--- config.mk ---
export PLATFORM = sky130hd
export DESIGN_NAME = flow_meter_event_tracker
export DESIGN_NICKNAME = d
export VERILOG_FILES = /design/src/rtl/core/fmet_pkg.sv /design/src/rtl/core/fmet_rate_unit.sv /design/src/rtl/core/flow_meter_event_tracker.sv
export SDC_FILE = /design/constraint.sdc
export NUM_CORES = 1
export LEC_CHECK = 0
export ABC_AREA = 1
export CAP_MARGIN = 20
export CORE_MARGIN = 10
export CORE_UTILIZATION = 45
export CTS_CLUSTER_SIZE = 40
export DETAILED_ROUTE_END_ITERATION = 8
export DONT_BUFFER_PORTS = 1
export GPL_TIMING_DRIVEN = 1
export MAX_ROUTING_LAYER = met4
export PLACE_DENSITY_LB_ADDON = 0.12
export SYNTH_ARGS = -nofsm -noshare
export SYNTH_HDL_FRONTEND = slang
export SYNTH_SLANG_ARGS = --single-unit
--- constraint.sdc ---
create_clock -name clk -period 8.8 [get_ports clk]
set_input_delay 0.88 -clock clk [delete_from_list [all_inputs] [get_ports clk]]
set_output_delay 0.88 -clock clk [all_outputs]
set_load 0.01 [all_outputs]
--- src/rtl/core/fmet_pkg.sv ---
// ----------------------------------------------------------------------------
// Flow meter event tracker package
// Shared widths, codes, arithmetic constants and the rate unit handshake.
// ----------------------------------------------------------------------------
package fmet_pkg;

  // Field widths fixed by the interface.
  localparam int ACT_W    = 2;
  localparam int NOW_W    = 32;
  localparam int RATE_W   = 29;
  localparam int VOL_W    = 24;
  localparam int DUR_W    = 32;
  localparam int CFG_IDX_W = 2;
  localparam int CFG_DAT_W = 16;

  // Configuration register widths.
  localparam int TMO_W = 16;
  localparam int GAP_W = 16;
  localparam int PPL_W = 12;

  // Rate arithmetic: product of pulses per litre and gap, and the numerator.
  localparam int PROD_W = PPL_W + GAP_W;
  localparam int NUM_W  = 30;
  localparam logic [NUM_W-1:0]  RATE_NUM = 30'd1000000000;
  localparam logic [RATE_W-1:0] RATE_MAX = 29'd500000000;

  // Action codes.
  localparam logic [ACT_W-1:0] ACT_TICK        = 2'd0;
  localparam logic [ACT_W-1:0] ACT_CLR_FLAGS   = 2'd1;
  localparam logic [ACT_W-1:0] ACT_CLR_METRICS = 2'd2;

  // Register indexes.
  localparam logic [CFG_IDX_W-1:0] REG_TIMEOUT = 2'd0;
  localparam logic [CFG_IDX_W-1:0] REG_MAX_GAP = 2'd1;
  localparam logic [CFG_IDX_W-1:0] REG_PPL     = 2'd2;

  // Reset values of the configuration registers.
  localparam logic [TMO_W-1:0] TIMEOUT_RST = 16'd3000;
  localparam logic [GAP_W-1:0] MAX_GAP_RST = 16'd1000;
  localparam logic [PPL_W-1:0] PPL_RST     = 12'd450;

  // Request to the rate unit.
  typedef struct packed {
    logic             start;
    logic [PPL_W-1:0] ppl;
    logic [GAP_W-1:0] gap;
  } rate_req_t;

  // Response from the rate unit.
  typedef struct packed {
    logic              done;
    logic [RATE_W-1:0] rate;
  } rate_rsp_t;

endpackage

--- src/rtl/core/fmet_rate_unit.sv ---
// ----------------------------------------------------------------------------
// Flow rate unit
// Shift-and-add multiply of pulses per litre by the edge gap, then a
// restoring division of 1e9 by that product, one quotient bit per cycle.
// ----------------------------------------------------------------------------
module fmet_rate_unit (
  input  logic                clk,
  input  logic                rst_n,
  input  fmet_pkg::rate_req_t req,
  output fmet_pkg::rate_rsp_t rsp
);
  import fmet_pkg::*;

  localparam int CNT_W = 5;
  localparam logic [CNT_W-1:0] MUL_LAST = CNT_W'(GAP_W - 1);
  localparam logic [CNT_W-1:0] DIV_LAST = CNT_W'(NUM_W - 1);

  typedef enum logic [2:0] {
    R_IDLE = 3'b001,
    R_MUL  = 3'b010,
    R_DIV  = 3'b100
  } rstate_t;

  rstate_t            state_r;
  logic [CNT_W-1:0]   cnt_r;
  logic [PPL_W-1:0]   ppl_r;
  logic [PROD_W-1:0]  prod_r;
  logic [PROD_W-1:0]  rem_r;
  logic [NUM_W-1:0]   quo_r;
  logic               done_r;
  logic [RATE_W-1:0]  rate_r;

  logic [PPL_W-1:0]   addend;
  logic [PPL_W:0]     mul_sum;
  logic [PROD_W-1:0]  mul_nxt;
  logic [PROD_W:0]    rem_sh;
  logic [PROD_W+1:0]  diff;
  logic               fits;
  logic [PROD_W-1:0]  rem_nxt;
  logic [NUM_W-1:0]   quo_nxt;
  logic               done_nxt;

  // Multiply step: add the multiplicand on the low bit, then shift right.
  assign addend  = prod_r[0] ? ppl_r : '0;
  assign mul_sum = {1'b0, prod_r[PROD_W-1:GAP_W]} + {1'b0, addend};
  assign mul_nxt = {mul_sum, prod_r[GAP_W-1:1]};

  // Division step: bring down one numerator bit and subtract where it fits.
  assign rem_sh  = {rem_r, quo_r[NUM_W-1]};
  assign diff    = {1'b0, rem_sh} - {2'b00, prod_r};
  assign fits    = ~diff[PROD_W+1];
  assign rem_nxt = fits ? diff[PROD_W-1:0] : rem_sh[PROD_W-1:0];
  assign quo_nxt = {quo_r[NUM_W-2:0], fits};

  // The answer is ready after the last divide step, or straight after the
  // multiply when the product is zero.
  assign done_nxt = ((state_r == R_MUL) && (cnt_r == MUL_LAST) && (mul_nxt == '0)) ||
                    ((state_r == R_DIV) && (cnt_r == DIV_LAST));

  // Sequencer for the multiply and divide passes.
  always_ff @(posedge clk) begin
    if (!rst_n) begin
      state_r <= R_IDLE;
      cnt_r   <= '0;
      done_r  <= 1'b0;
      ppl_r   <= '0;
      prod_r  <= '0;
      rem_r   <= '0;
      quo_r   <= '0;
      rate_r  <= '0;
    end else begin
      done_r <= done_nxt;
      unique case (state_r)
        R_IDLE: begin
          if (req.start) begin
            ppl_r   <= req.ppl;
            prod_r  <= {{PPL_W{1'b0}}, req.gap};
            cnt_r   <= '0;
            state_r <= R_MUL;
          end
        end
        R_MUL: begin
          prod_r <= mul_nxt;
          if (cnt_r == MUL_LAST) begin
            cnt_r <= '0;
            if (mul_nxt == '0) begin
              // A zero divisor gives the saturated rate.
              rate_r  <= RATE_MAX;
              state_r <= R_IDLE;
            end else begin
              rem_r   <= '0;
              quo_r   <= RATE_NUM;
              state_r <= R_DIV;
            end
          end else begin
            cnt_r <= cnt_r + 1'b1;
          end
        end
        R_DIV: begin
          rem_r <= rem_nxt;
          quo_r <= quo_nxt;
          cnt_r <= cnt_r + 1'b1;
          if (cnt_r == DIV_LAST) begin
            rate_r  <= (quo_nxt > NUM_W'(RATE_MAX)) ? RATE_MAX : quo_nxt[RATE_W-1:0];
            state_r <= R_IDLE;
          end
        end
        default: state_r <= R_IDLE;
      endcase
    end
  end

  assign rsp.done = done_r;
  assign rsp.rate = rate_r;

endmodule

--- src/rtl/core/flow_meter_event_tracker.sv ---
// ----------------------------------------------------------------------------
// Flow meter event tracker
// Tracks flow events from millisecond pin samples: pulse count, flow rate,
// sticky start and end flags and the duration of the last event.
// ----------------------------------------------------------------------------
//  Channel  Direction  Handshake          Payload
//  in_      input      in_valid/in_stall  action, pin level, timestamp
//  out_     output     out_valid/out_stall flags, rate, pulse count, duration
//  cfg_     input      cfg_valid/cfg_ready register index, write data
//
// Each item is captured, then a bit-serial pass over TIME_BITS bits forms the time
// differences and compares; a decision step and the result load follow. A rate update
// also waits for the rate unit to multiply and divide; a zero product skips the divide.
// Reset is synchronous and active low; it clears tracker state and loads register defaults.
// The input stalls while an item is in progress; a stalled result waits in the output
// register while the next item is taken in, and holds that item back before it finishes.
// ----------------------------------------------------------------------------
module flow_meter_event_tracker #(
  parameter int TIME_BITS   = 32,
  parameter int VOLUME_BITS = 24
) (
  input  logic                            clk,
  input  logic                            rst_n,
  // Input channel
  input  logic                            in_valid,
  output logic                            in_stall,
  input  logic [fmet_pkg::ACT_W-1:0]      in_action,
  input  logic                            in_pin_level,
  input  logic [fmet_pkg::NOW_W-1:0]      in_now_ms,
  // Result channel
  output logic                            out_valid,
  input  logic                            out_stall,
  output logic                            out_is_flowing,
  output logic                            out_event_started,
  output logic                            out_event_ended,
  output logic [fmet_pkg::RATE_W-1:0]     out_flow_rate_ulps,
  output logic [fmet_pkg::VOL_W-1:0]      out_volume_pulses,
  output logic [fmet_pkg::DUR_W-1:0]      out_duration_ms,
  // Configuration channel
  input  logic                            cfg_valid,
  output logic                            cfg_ready,
  input  logic [fmet_pkg::CFG_IDX_W-1:0]  cfg_index,
  input  logic [fmet_pkg::CFG_DAT_W-1:0]  cfg_data
);
  import fmet_pkg::*;

  localparam int CNT_W = $clog2(TIME_BITS);
  localparam logic [CNT_W-1:0] SCAN_LAST = CNT_W'(TIME_BITS - 1);

  typedef enum logic [4:0] {
    S_IDLE   = 5'b00001,
    S_SCAN   = 5'b00010,
    S_DECIDE = 5'b00100,
    S_RATE   = 5'b01000,
    S_FINISH = 5'b10000
  } state_t;

  state_t                 state_r;
  logic [CNT_W-1:0]       cnt_r;

  // Configuration registers.
  logic [TMO_W-1:0]       timeout_r;
  logic [GAP_W-1:0]       max_gap_r;
  logic [PPL_W-1:0]       ppl_r;

  // Tracker state.
  logic                   prev_level_r;
  logic                   active_r;
  logic [TIME_BITS-1:0]   last_edge_r;
  logic [TIME_BITS-1:0]   start_time_r;
  logic [VOLUME_BITS-1:0] pulse_total_r;
  logic [RATE_W-1:0]      rate_value_r;
  logic                   start_flag_r;
  logic                   end_flag_r;
  logic [TIME_BITS-1:0]   last_dur_r;

  // Captured item and serial working registers.
  logic [ACT_W-1:0]       action_r;
  logic                   level_r;
  logic [TIME_BITS-1:0]   now_r;
  logic [TIME_BITS-1:0]   now_sh_r;
  logic [TIME_BITS-1:0]   edge_sh_r;
  logic [TIME_BITS-1:0]   start_sh_r;
  logic [GAP_W-1:0]       gap_sh_r;
  logic [TMO_W-1:0]       tmo_sh_r;
  logic [TIME_BITS-1:0]   since_sh_r;
  logic [TIME_BITS-1:0]   dur_sh_r;
  logic                   b_since_r;
  logic                   b_gap_r;
  logic                   b_tmo_r;
  logic                   b_d1_r;
  logic                   b_d2_r;

  // Output register.
  logic                   out_valid_r;

  logic [63:0]            now_ext;
  logic [63:0]            dur_ext;
  logic [31:0]            vol_ext;
  logic                   s_bit, d1_bit, d2_bit;
  logic                   n_bit, e_bit, st_bit, g_bit, t_bit;
  logic                   b_since_nxt, b_gap_nxt, b_tmo_nxt, b_d1_nxt, b_d2_nxt;
  logic                   is_tick, rising, start_ev, edge_ev, upd_ev, end_ev;
  logic                   load_out;
  rate_req_t              rate_req;
  rate_rsp_t              rate_rsp;

  assign now_ext = 64'(in_now_ms);

  // One bit of each serial subtraction and compare.
  assign n_bit  = now_sh_r[0];
  assign e_bit  = edge_sh_r[0];
  assign st_bit = start_sh_r[0];
  assign g_bit  = gap_sh_r[0];
  assign t_bit  = tmo_sh_r[0];

  // Time since the last edge.
  assign s_bit       = n_bit ^ e_bit ^ b_since_r;
  assign b_since_nxt = (~n_bit & e_bit) | (~(n_bit ^ e_bit) & b_since_r);
  // Borrow of since minus gap: set at the end when since is below the gap.
  assign b_gap_nxt   = (~s_bit & g_bit) | (~(s_bit ^ g_bit) & b_gap_r);
  // Borrow of timeout minus since: set when since exceeds the timeout.
  assign b_tmo_nxt   = (~t_bit & s_bit) | (~(t_bit ^ s_bit) & b_tmo_r);
  // Event duration minus the timeout.
  assign d1_bit      = n_bit ^ st_bit ^ b_d1_r;
  assign b_d1_nxt    = (~n_bit & st_bit) | (~(n_bit ^ st_bit) & b_d1_r);
  assign d2_bit      = d1_bit ^ t_bit ^ b_d2_r;
  assign b_d2_nxt    = (~d1_bit & t_bit) | (~(d1_bit ^ t_bit) & b_d2_r);

  // Event decisions once the serial pass is complete.
  assign is_tick  = (action_r == ACT_TICK);
  assign rising   = level_r & ~prev_level_r;
  assign start_ev = is_tick & rising & ~active_r;
  assign edge_ev  = is_tick & rising & active_r;
  assign upd_ev   = edge_ev & b_gap_r;
  assign end_ev   = is_tick & ~rising & active_r & (level_r == prev_level_r) & b_tmo_r;

  // The result register frees when its transfer completes.
  assign load_out = (state_r == S_FINISH) && (!out_valid_r || !out_stall);

  assign rate_req.start = (state_r == S_DECIDE) && upd_ev;
  assign rate_req.ppl   = ppl_r;
  assign rate_req.gap   = since_sh_r[GAP_W-1:0];

  fmet_rate_unit u_rate (
    .clk   (clk),
    .rst_n (rst_n),
    .req   (rate_req),
    .rsp   (rate_rsp)
  );

  // Main sequencer, state and configuration registers.
  always_ff @(posedge clk) begin
    if (!rst_n) begin
      state_r       <= S_IDLE;
      cnt_r         <= '0;
      timeout_r     <= TIMEOUT_RST;
      max_gap_r     <= MAX_GAP_RST;
      ppl_r         <= PPL_RST;
      prev_level_r  <= 1'b0;
      active_r      <= 1'b0;
      last_edge_r   <= '0;
      start_time_r  <= '0;
      pulse_total_r <= '0;
      rate_value_r  <= '0;
      start_flag_r  <= 1'b0;
      end_flag_r    <= 1'b0;
      last_dur_r    <= '0;
      out_valid_r   <= 1'b0;
    end else begin
      // Configuration writes; unknown indexes are ignored.
      if (cfg_valid) begin
        unique case (cfg_index)
          REG_TIMEOUT: timeout_r <= cfg_data[TMO_W-1:0];
          REG_MAX_GAP: max_gap_r <= cfg_data[GAP_W-1:0];
          REG_PPL:     ppl_r     <= cfg_data[PPL_W-1:0];
          default: ;
        endcase
      end

      // A new result takes the register as the previous one leaves it.
      if (load_out) begin
        out_valid_r <= 1'b1;
      end else if (out_valid_r && !out_stall) begin
        out_valid_r <= 1'b0;
      end

      unique case (state_r)
        S_IDLE: begin
          if (in_valid) begin
            state_r <= S_SCAN;
          end
        end
        S_SCAN: begin
          if (cnt_r == SCAN_LAST) begin
            cnt_r   <= '0;
            state_r <= S_DECIDE;
          end else begin
            cnt_r <= cnt_r + 1'b1;
          end
        end
        S_DECIDE: begin
          if (is_tick) begin
            prev_level_r <= level_r;
          end
          if (start_ev) begin
            pulse_total_r <= '0;
            start_time_r  <= now_r;
            last_edge_r   <= now_r;
            active_r      <= 1'b1;
            start_flag_r  <= 1'b1;
          end
          if (edge_ev) begin
            last_edge_r <= now_r;
          end
          if (upd_ev && (pulse_total_r != '1)) begin
            pulse_total_r <= pulse_total_r + 1'b1;
          end
          if (end_ev) begin
            active_r   <= 1'b0;
            end_flag_r <= 1'b1;
            last_dur_r <= dur_sh_r;
          end
          if (action_r == ACT_CLR_FLAGS) begin
            start_flag_r <= 1'b0;
            end_flag_r   <= 1'b0;
          end
          if (action_r == ACT_CLR_METRICS) begin
            pulse_total_r <= '0;
            rate_value_r  <= '0;
          end
          state_r <= upd_ev ? S_RATE : S_FINISH;
        end
        S_RATE: begin
          if (rate_rsp.done) begin
            rate_value_r <= rate_rsp.rate;
            state_r      <= S_FINISH;
          end
        end
        S_FINISH: begin
          if (load_out) begin
            state_r <= S_IDLE;
          end
        end
        default: state_r <= S_IDLE;
      endcase
    end
  end

  // Item capture and the bit-serial datapath.
  always_ff @(posedge clk) begin
    if (state_r == S_IDLE) begin
      action_r   <= in_action;
      level_r    <= in_pin_level;
      now_r      <= now_ext[TIME_BITS-1:0];
      now_sh_r   <= now_ext[TIME_BITS-1:0];
      edge_sh_r  <= last_edge_r;
      start_sh_r <= start_time_r;
      gap_sh_r   <= max_gap_r;
      tmo_sh_r   <= timeout_r;
      b_since_r  <= 1'b0;
      b_gap_r    <= 1'b0;
      b_tmo_r    <= 1'b0;
      b_d1_r     <= 1'b0;
      b_d2_r     <= 1'b0;
    end else if (state_r == S_SCAN) begin
      now_sh_r   <= now_sh_r >> 1;
      edge_sh_r  <= edge_sh_r >> 1;
      start_sh_r <= start_sh_r >> 1;
      gap_sh_r   <= gap_sh_r >> 1;
      tmo_sh_r   <= tmo_sh_r >> 1;
      since_sh_r <= {s_bit, since_sh_r[TIME_BITS-1:1]};
      dur_sh_r   <= {d2_bit, dur_sh_r[TIME_BITS-1:1]};
      b_since_r  <= b_since_nxt;
      b_gap_r    <= b_gap_nxt;
      b_tmo_r    <= b_tmo_nxt;
      b_d1_r     <= b_d1_nxt;
      b_d2_r     <= b_d2_nxt;
    end
  end

  assign dur_ext = 64'(last_dur_r);
  assign vol_ext = 32'(pulse_total_r);

  // Result payload, loaded with the state after the item.
  always_ff @(posedge clk) begin
    if (load_out) begin
      out_is_flowing     <= active_r;
      out_event_started  <= start_flag_r;
      out_event_ended    <= end_flag_r;
      out_flow_rate_ulps <= rate_value_r;
      out_volume_pulses  <= vol_ext[VOL_W-1:0];
      out_duration_ms    <= dur_ext[DUR_W-1:0];
    end
  end

  assign in_stall  = (state_r != S_IDLE);
  assign out_valid = out_valid_r;
  assign cfg_ready = 1'b1;

  // The reported rate never exceeds the saturation limit.
  a_rate_bound: assert property (@(posedge clk) disable iff (!rst_n)
    out_valid_r |-> (out_flow_rate_ulps <= RATE_MAX))
    else $error("flow rate above saturation limit");

  // The rate unit answers only while the sequencer waits for it.
  a_rate_owner: assert property (@(posedge clk) disable iff (!rst_n)
    rate_rsp.done |-> (state_r == S_RATE))
    else $error("rate unit answered outside the rate wait");

  // A transferred result leaves the register empty unless a new one loads.
  a_out_drain: assert property (@(posedge clk) disable iff (!rst_n)
    (out_valid_r && !out_stall && (state_r != S_FINISH)) |=> !out_valid_r)
    else $error("result repeated after its transfer");

endmodule

Yosys cells after proc, flatten, opt, wreduce, memory -nomap -nowiden
Index checks and enable logic that the tools add are counted.
{ "word_totals": {"in_bits": 58, "register_bits": 664, "out_inout_bits": 91, "word_cells": 224} }
{ "classes": {"addsub": 5, "eq_ne": 28, "muxes": 55, "order_cmp": 1, "reduce_logical": 45, "bitwise": 46} }
{ "ops": {"columns": ["operator", "count"], "rows": [
  ["2-to-1 mux 32 bit", 8],
  ["2-to-1 mux 29 bit", 6],
  ["one-hot mux 29 bit (2 select lines)", 2],
  ["2-to-1 mux 28 bit", 4],
  ["one-hot mux 28 bit (2 select lines)", 2],
  ["2-to-1 mux 24 bit", 3],
  ["2-to-1 mux 16 bit", 4],
  ["2-to-1 mux 30 bit", 2],
  ["one-hot mux 30 bit (2 select lines)", 1],
  ["2-to-1 mux 5 bit", 8],
  ["> comparator 30 x 29 -> 1 bit, second input constant", 1],
  ["AND reduction 2 bit", 15],
  ["subtractor 29 x 28 -> 30 bit", 1],
  ["logical NOT 28 bit", 1],
  ["one-hot mux 5 bit (5 select lines)", 1],
  ["adder 24 x 1 -> 24 bit, second input constant", 1],
  ["inequality test 24 bit, second input constant", 1],
  ["bitwise AND 1 bit", 19],
  ["nonzero test 2 bit", 9],
  ["inequality test 2 bit, second input constant", 8],
  ["== test 5 bit, second input constant", 3],
  ["one-hot mux 5 bit (3 select lines)", 1],
  ["inverter 1 bit", 14],
  ["adder 12 x 12 -> 13 bit", 1],
  ["26 further kinds", 64]
]} }

Depth between registers and ports, before layout
Gate-level depths: netlist (run 1).
{ "logic_depth": {"word_depth": 9, "mapped_depth": 23, "ltp_nobuf": 21} }

Hierarchy
A second synthesis (run 1) with hierarchy kept.
{ "unflattened": {"hier_cells": 3262, "area_unflattened_um2": 28497.3} }
{ "by_module_without_submodules": {"columns": ["mod", "cells_each", "n_inst", "area_per_inst_um2", "seq_area_each_um2"], "rows": [
  ["flow_meter_event_tracker", 1869, 1, 19722.7, 13723.2],
  ["fmet_rate_unit", 1393, 1, 8774.7, 2722.6]
]} }

Least setup slack after synthesis (run 1)
Ideal clock, no wire load.
{ "synth_path": {"kind": "in2reg", "startpoint": "input out_stall", "endpoint": "register out_duration_ms[0] (netlist name) (enable)", "t_arrival_ns": 5.155, "setup_time_ns": 0.563, "t_required_ns": 8.237, "path_buffers": 0, "cell_stages": 1, "setup_slack_ns": 3.081, "cell_sequence": "a21oi_1"} }
{ "synth_via": {"elab_chain_len": 3} }
{ "synth_lines": {"columns": ["item", "line_no", "rtl"], "rows": [
  ["start: declaration", "flow_meter_event_tracker.sv:32", "input logic out_stall,"],
  ["logical NOT 1 bit", "flow_meter_event_tracker.sv:139", "assign load_out = (state_r == S_FINISH) && (!out_valid_r || !out_stall);"],
  ["logical OR 1 bit", "flow_meter_event_tracker.sv:139", null],
  ["logical AND 1 bit", "flow_meter_event_tracker.sv:139", null],
  ["end signal: assignment", "flow_meter_event_tracker.sv:293", "out_duration_ms <= dur_ext[DUR_W-1:0];"],
  ["end: declaration", "flow_meter_event_tracker.sv:38", "output logic [fmet_pkg::DUR_W-1:0] out_duration_ms,"]
]} }
No other way between the ends.
A chain may end at the register's enable or synchronous reset.

Final worst setup path (run 1)
{ "layout_path": {"startpoint": "register action_r[1]", "endpoint": "register u_rate.prod_r[27]"} }
{ "layout_via": {"elab_chain_len": 7} }
{ "layout_lines": {"columns": ["item", "line_no", "rtl"], "rows": [
  ["start: declaration", "flow_meter_event_tracker.sv:78", "logic [ACT_W-1:0] action_r;"],
  ["start signal: assignment", "flow_meter_event_tracker.sv:253", "action_r <= in_action;"],
  ["logical NOT 2 bit", "flow_meter_event_tracker.sv:131", "assign is_tick = (action_r == ACT_TICK);"],
  ["bitwise AND 1 bit (2 in a row)", "flow_meter_event_tracker.sv:134", "assign edge_ev = is_tick & rising & active_r;"],
  ["bitwise AND 1 bit", "flow_meter_event_tracker.sv:135", "assign upd_ev = edge_ev & b_gap_r;"],
  ["logical AND 1 bit", "flow_meter_event_tracker.sv:141", "assign rate_req.start = (state_r == S_DECIDE) && upd_ev;"],
  ["inequality test 2 bit (no line)", null, null],
  ["AND reduction 2 bit (no line)", null, null],
  ["end signal: assignment", "fmet_rate_unit.sv:77", "prod_r <= {{PPL_W{1'b0}}, req.gap};"],
  ["end signal: assignment", "fmet_rate_unit.sv:83", "prod_r <= mul_nxt;"],
  ["end: declaration", "fmet_rate_unit.sv:27", "logic [PROD_W-1:0] prod_r;"]
]} }
No other way between the ends.

==> out/qor.txt, run 1 <==
Status = completed
Vias in the first global route = 19500
Largest net degree at the start of global routing = 176
Hold Vio Cnt, Final = 0
# clock sinks = 664
Setup crit end kind = flop
Actual slew at the worst max-slew pin = 1.10 ns
Worst skew pair latency = 0.61 ns
First-pass GRT wire length = 104000 µm
Switching power = 2.27 mW
Clock Pin Slew Worst Setup and Hold Paths = 0.06 ns
Iter 0 DRT Violations = 1476
Final Non-Filler Cells = 3938
Vias/cell = 5.21
Row cnt = 91
Sw frac = 27.5%
FF-to-FF path depth = 10
Total track usage = 18.3%
Fillers = 5757
DRC viols = 0
Cts hold-fix bufs = 0
Max Freq = 258 MHz
I/O pins = 149
DR WL/cell = 16.5 µm
Post-CTS Resized = 0
Clock skew = 0.0157 ns
Slew HR = 26.5%
Post-synth EDFFs = 315
Core area = 61400 µm²
Top FF cell, synth = dfxtp_1
Post-layout util = 50.1%
WP data required = 9.25 ns
Hpwl dp = 41800 µm
Area leader, netlist = edfxtp_1
Post-synthesis sequential area ratio = 59.2%
Post-CTS Repair Setup Buffers = 0
Setup violations, final = 0
RR Startpoint = action_r[1]
Worst hold slack = 0.352 ns
Seq pwr share = 50.0%
Die ar. = 72100 µm²
Maximum root-to-sink buffer count = 3
CP arrival = 4.32 ns
R2R Path End = u_rate.prod_r[27]
Worst IR Drop VDD = 0.000310 V
Area of the multi-input gates = 9770 µm²
Cell Int Power = 5.97 mW
Chip Width = 268 µm
P_leak = 12.2 nW
Crit share post-route = 44.0%
Clock root cell = clkbuf_16
Layout area overhead = 10.7%
GPL Wtd Cong = 0.889
Unrepaired setup endpoints after global routing = false
Yosys reg bits = 664
Synth cell count leaders = nand2_1, dfxtp_1, edfxtp_1
Share of the synthesized area in the top cell type = 34.0%
Register area = 16400 µm²
Hold endpoint = now_r[11]
Max Slew Vio Count = 0
Post-DRT Antenna Nets = 0
Die Y = 268 µm
Crit path time final = 3.87 ns
Vias = 20500
H-tree levels = 3
Count leader, synth = nand2_1
Pwr/cell area = 268 nW/µm²
Layout cells sized above 1 = 5.75%
Initial antenna violation count = 2
Synth warn = 0
Setup TNS Final = 0 ns
Comb power frac = 13.7%
Post-synth design cell area = 27800 µm²
Hold WC Path Type = in -> reg
CP max FO = 33
Hold Crit Start = in_now_ms[11]
GRT overflow = 0
1st-pass router iterations = 5
Netlist cell types = 50
WL final = 64800 µm
Port bufs = 0
Syn nets = 3253
Post-synth ARST share = 0%
Initial Util = 45.3%
Layout Nets = 3201
Syn Area/Cell = 8.85 µm²
Worst reg2reg setup slack = 4.93 ns
Crit path kind = reg -> reg
Area contributors post-synth = edfxtp_1, dfxtp_1, nand2_1
Clock share of power = 36.3%
CTS buffer count = 72
Syn Inst Count = 3140
Element type at the critical path start = flop
CTS tree = done
Dpl cells = 3801
Max-cap violations = 0
Hold Path Stages = 0
[power by group through the flow]
stage,combinational (mW),clock (mW),sequential [mW]
2_1_floorplan,0.834,0,4.19
3_3_place_gp,1.11,0,4.19
3_5_place_dp,1.15,0,4.19
4_1_cts,1.15,3.07,4.13
5_1_grt,1.31,3.20,4.17
6_report,1.13,2.99,4.12
[cell families after synthesis]
family	synth area share (%)
adders and majority gates	2.61
and+or+nand+nor	21.8
xor gates and xnor gates	0.567
AOI/OAI and AO/OA	10.1
DFF	59.2
other	0.0135
buffers and inverters	5.76
[critical path, cell delays in order (launching register included)]
cell	delay, ns
edfxtp_1	0.41
nor2_1	0.21
inv_1	0.11
nor2_1	0.13
nand3_1	0.14
nor3_2	0.81
inv_1	0.44
nand2_1	0.79
inv_1	0.44
nand2_1	0.15
a21oi_1	0.07
[state kept, by name (all words and copies together) (netlist names), 32 cells and up]
name / cells
now_sh_r: 32
now_r: 32
out_duration_ms: 32
edge_sh_r: 32
last_dur_r: 32
start_time_r: 32
dur_sh_r: 32
start_sh_r: 32
since_sh_r: 32
last_edge_r: 32
[per-stage QoR]
step	worst slack, ns	instance area, µm²	power, mW
finish	4.93	30700	8.24
global placement	5.10	28300	5.30
floorplan	3.08	27800	5.03
global route	4.43	30700	8.68
detailed placement	4.94	28300	5.34
CTS	4.92	30700	8.35
[layout make-up]
class	count	share of cell area, %
Multi-Input combinational cell	2070	31.8
Sequential cell	664	53.5
Timing Repair Buffer	21	0.724
Antenna cell	1	0.00814
Tap cell	790	3.21
Inverter	259	3.18
Clock inverter	28	0.972
Clock buffer	105	6.66
[per-layer routing]
metal	vias to the layer above	global-route usage (%)	wire (µm)	part of all wire, %
met4	0	5.77	1380	2.1
met3	106	4.27	3700	5.7
met5	-	-	0	0
met2	424	28.4	29900	46
li1	10300	-	-	-
met1	9688	23.4	29800	46
[how the worst max path moves through the flow]
| stage | slack (ns) | depth (start not counted) | end | from |
|---|---|---|---|---|
| 3_5_place_dp | 4.94 | 10 | u_rate.prod_r[22] | action_r[1] |
| 6_report | 4.93 | 10 | u_rate.prod_r[27] | action_r[1] |
| 4_1_cts | 4.92 | 10 | u_rate.prod_r[27] | action_r[1] |
| 5_1_grt | 4.43 | 10 | u_rate.prod_r[26] | action_r[1] |
| 3_3_place_gp | 5.10 | 10 | u_rate.prod_r[27] | action_r[1] |
| 2_1_floorplan | 3.08 | 1 | out_duration_ms[0] | out_stall |
[layout by cell type (no fill, tap or decap), drive strengths merged, types with 31 or more instances in the layout]
cell type	n
ha	50
a21oi	255
nand3	181
o21ai	195
inv	258
nor3	41
edfxtp	315
nand4	31
dfxtp	349
nor2	312
clkbuf	105
nand2	883
Power figures use the tool's default switching activity.
==> inputs of run 2 (changes only) <==
- ABC_AREA: 1 -> 0
- clock period: 8.8 -> 3.2 ns (I/O delays scaled with it)
==> out/qor.txt, run 2 <==
CTS buffer count = 71 (was 72)
Layout Nets = 2844 (was 3201)
Vias = 19200 (was 20500)
Clock Pin Slew Worst Setup and Hold Paths = 0.06 ns (about the same)
Post-synth design cell area = 26700 µm² (was 27800 µm²)
CP arrival = 3.86 ns (was 4.32 ns)
Status = finished with violations (was completed)
Crit path top cell by count = buf_6 (was inv_1)
Dpl cells = 3359 (was 3801)
Clock share of power = 39.2% (was 36.3%)
Met3 usage = 3.53% (was 4.27%)
Syn Inst Count = 2651 (was 3140)
Sw frac = 25.0% (was 27.5%)
Post-synthesis sequential area ratio = 61.5% (was 59.2%)
Crit path kind = reg -> reg (unchanged)
Slowest-stage cell, CP = or4_4 (was nor3_2)
Hold WC Path Type = in -> reg (unchanged)
H-tree levels = 3 (unchanged)
Clock skew = 0.0182 ns (was 0.0157 ns)
Pwr/cell area = 673 nW/µm² (was 268 nW/µm²)
CTS tree = done (unchanged)
Max-cap violations = 0 (unchanged)
Iter 0 DRT Violations = 1282 (was 1476)
Comb power frac = 10.2% (was 13.7%)
Final Non-Filler Cells = 3569 (was 3938)
Yosys reg bits = 664 (unchanged)
Largest net degree at the start of global routing = 170 (was 176)
Crit path time final = 3.32 ns (was 3.87 ns)
P_leak = 11.9 nW (was 12.2 nW)
DRC viols = 0 (unchanged)
Gr busiest metal = met2 (unchanged)
Crit-path leading delay family = simple AND/OR/NAND/NOR gates (unchanged)
Element type at the critical path start = flop (unchanged)
Die ar. = 69500 µm² (was 72100 µm²)
Setup crit end kind = flop (unchanged)
Max Freq = 301 MHz (was 258 MHz)
Layout cells sized above 1 = 10.6% (was 5.75%)
Met1 Use GR = 23.4% (about the same)
Core area = 58900 µm² (was 61400 µm²)
Max Slew Vio Count = 0 (unchanged)
Switching power = 5.29 mW (was 2.27 mW)
Commonest cells after routing, fill and taps aside = nand2_1, dfxtp_1, edfxtp_1 (unchanged)
1st-pass router iterations = 6 (was 5)
Initial antenna violation count = 7 (was 2)
WP data required = 3.74 ns (was 9.25 ns)
Fillers = 5177 (was 5757)
Slew HR = 35.3% (was 26.5%)
Cell Int Power = 15.8 mW (was 5.97 mW)
Synth warn = 0 (unchanged)
Hold Vio Cnt, Final = 0 (unchanged)
First-pass GRT wire length = 101000 µm (was 104000 µm)
Hpwl dp = 40000 µm (was 41800 µm)
Crit path from = u_rate.prod_r[0] (was action_r[1])
I/O pins = 149 (unchanged)
Hold Crit Start = rst_n (was in_now_ms[11])
Routing usage on met2 = 28.4% (about the same)
# clock sinks = 664 (unchanged)
Row cnt = 89 (was 91)
Crit share post-route = 104% (was 44.0%)
Count leader, synth = nand2_1 (unchanged)
Chip Width = 264 µm (was 268 µm)
Placement Cell Area = 27900 µm² (was 28300 µm²)
Netlist cell types = 79 (was 50)
Die Y = 264 µm (was 268 µm)
Area contributors post-synth = edfxtp_1, dfxtp_1, nand2_1 (unchanged)
Synth cell count leaders = nand2_1, dfxtp_1, edfxtp_1 (unchanged)
Design area = 31400 µm² (was 30700 µm²)
Failing checks = negative setup slack
Share of the synthesized area in the top cell type = 35.4% (was 34.0%)
Area leader, netlist = edfxtp_1 (unchanged)
Worst IR Drop VDD = 0.000558 V (was 0.000310 V)
Layout area overhead = 17.4% (was 10.7%)
Actual slew at the worst max-slew pin = 0.971 ns (was 1.10 ns)
CP max FO = 6 (was 33)
Vias/cell = 5.37 (was 5.21)
Unrepaired setup endpoints after global routing = true (was false)
DR WL/cell = 17.6 µm (was 16.5 µm)
Total track usage = 18.0% (was 18.3%)
Seq pwr share = 50.6% (was 50.0%)
Post-synth EDFFs = 315 (unchanged)
Worst Path Buf+Inv = 4 (was 3)
Post-layout util = 53.3% (was 50.1%)
Max stage delay on crit path = 0.55 ns (was 0.81 ns)
Worst skew pair latency = 0.61 ns (about the same)
Initial Util = 45.4% (was 45.3%)
Clock root cell = clkbuf_16 (unchanged)
Post-DRT Antenna Nets = 0 (unchanged)
Top FF cell, synth = dfxtp_1 (unchanged)
GRT overflow = 0 (unchanged)
Maximum root-to-sink buffer count = 3 (unchanged)
Vias in the first global route = 18600 (was 19500)
CP cell instances = and2_4 > ha_4 > inv_2 > fa_1 > nor4b_2 > nand4_1 > or4_4 > nor4b_4 > buf_4 > nand4_4 > a21oi_4 > buf_6 > buf_6 > a22o_1 (was nor2_1 > inv_1 > nor2_1 > nand3_1 > nor3_2 > inv_1 > nand2_1 > inv_1 > nand2_1 > a21oi_1)
WL final = 62900 µm (was 64800 µm)
Syn Area/Cell = 10.1 µm² (was 8.85 µm²)
GPL Wtd Cong = 0.866 (was 0.889)
RR Startpoint = u_rate.prod_r[0] (was action_r[1])
Port bufs = 0 (unchanged)
Post-synth ARST share = 0% (unchanged)
Post-route setup slack = -0.120 ns (was 4.93 ns)
Syn nets = 2764 (was 3253)
Commonest non-fill, non-tap cell in the layout = nand2_1 (unchanged)
Setup violations, final = 63 (was 0)
[run 2: cell count changes after synthesis, sizes merged, moves of 20 or more]
cell / delta
a22o: +42
and2: +25
and3: +21
inv: -197
nand2: -107
nand3: -101
nand4: -20
nor2: -179
nor3: -29
o21ai: -133
[run 2: path summary, 6_finish.rpt]
path / to / cells past startpoint / slack [ns]
worst max-delay path: u_rate.rem_r[7] / 14 / -0.12
worst min-delay path: last_dur_r[16] / 2 / 0.05
worst max register to register: u_rate.rem_r[7] / 14 / -0.12
worst min register to register: since_sh_r[17] / 0 / 0.42
[run 2: timing repair]
item,4_1_cts,5_1_grt
endpoints found under the setup margin,75,88
gates resized for setup,14,50
pin swaps,7,38
cloned,1,6
setup buffers,4,7
hold buffers,54,0
hold endpoints to repair,154,0
[run 2: worst register-to-register path, cell delays in order, from the launching register on]
cell and delay [ns]:
dfxtp_2 0.35, and2_4 0.15, ha_4 0.12, inv_2 0.04
fa_1 0.49, nor4b_2 0.19, nand4_1 0.14, or4_4 0.55
nor4b_4 0.27, buf_4 0.19, nand4_4 0.11, a21oi_4 0.23
buf_6 0.15, buf_6 0.13, a22o_1 0.15
[run 2: cells by family (layout without fill, tap and decap cells)]
| group | count (synthesis) | after routing | share of synthesized area, % |
|---|---|---|---|
| and+or+nand+nor | 1151 | 1151 | 18.4 |
| DFF | 664 | 664 | 61.5 |
| xor gates and xnor gates | 42 | 42 | 1.38 |
| other | 1 | 8 | 0.0140 |
| muxes | 18 | 18 | 0.674 |
| adders and majority gates | 55 | 55 | 2.72 |
| AOI/OAI and AO/OA | 517 | 517 | 12.2 |
| buffers and inverters | 203 | 341 | 3.02 |
[run 2: metrics by stage]
step | setup slack [ns] | hold slack, ns | setup TNS [ns] | power [mW]
final | -0.120 | 0.0477 | -3.39 | 21.1
after CTS | -0.0726 | 0.0164 | -1.72 | 21.4
after global routing | -0.234 | 0.0398 | -13.44 | 22.1
after floorplan | -0.0284 | 0.400 | -0.110 | 12.3
after detailed placement | -0.139 | 0.405 | -4.34 | 13.0
after global placement | -0.0614 | 0.406 | -0.886 | 12.9
[run 2: power by group through the flow]
stage	Combinational, mW	Sequential (mW)	Clock (mW)
after global routing	2.47	10.8	8.86
after CTS	2.21	10.7	8.51
final	2.15	10.7	8.29
after global placement	2.05	10.8	0
after detailed placement	2.10	10.9	0
after floorplan	1.46	10.8	0
[run 2: cell type report]
| class | count | area (µm²) | area share, % |
|---|---|---|---|
| inverters | 55 | 220 | 0.702 |
| multi-input cells | 1784 | 9800 | 31.2 |
| well taps | 773 | 967 | 3.08 |
| clock inverters | 29 | 335 | 1.07 |
| clock buffers | 102 | 2050 | 6.52 |
| repair buffers | 155 | 1540 | 4.90 |
| flip-flops and latches | 664 | 16400 | 52.4 |
| diodes | 7 | 17.5 | 0.0558 |
[run 2: metal layers]
metal	share of wire (%)	vias to the layer above
met3	4.9	95
met4	2.1	0
met1	46	9230
li1	-	9416
met5	0	-
met2	47	428
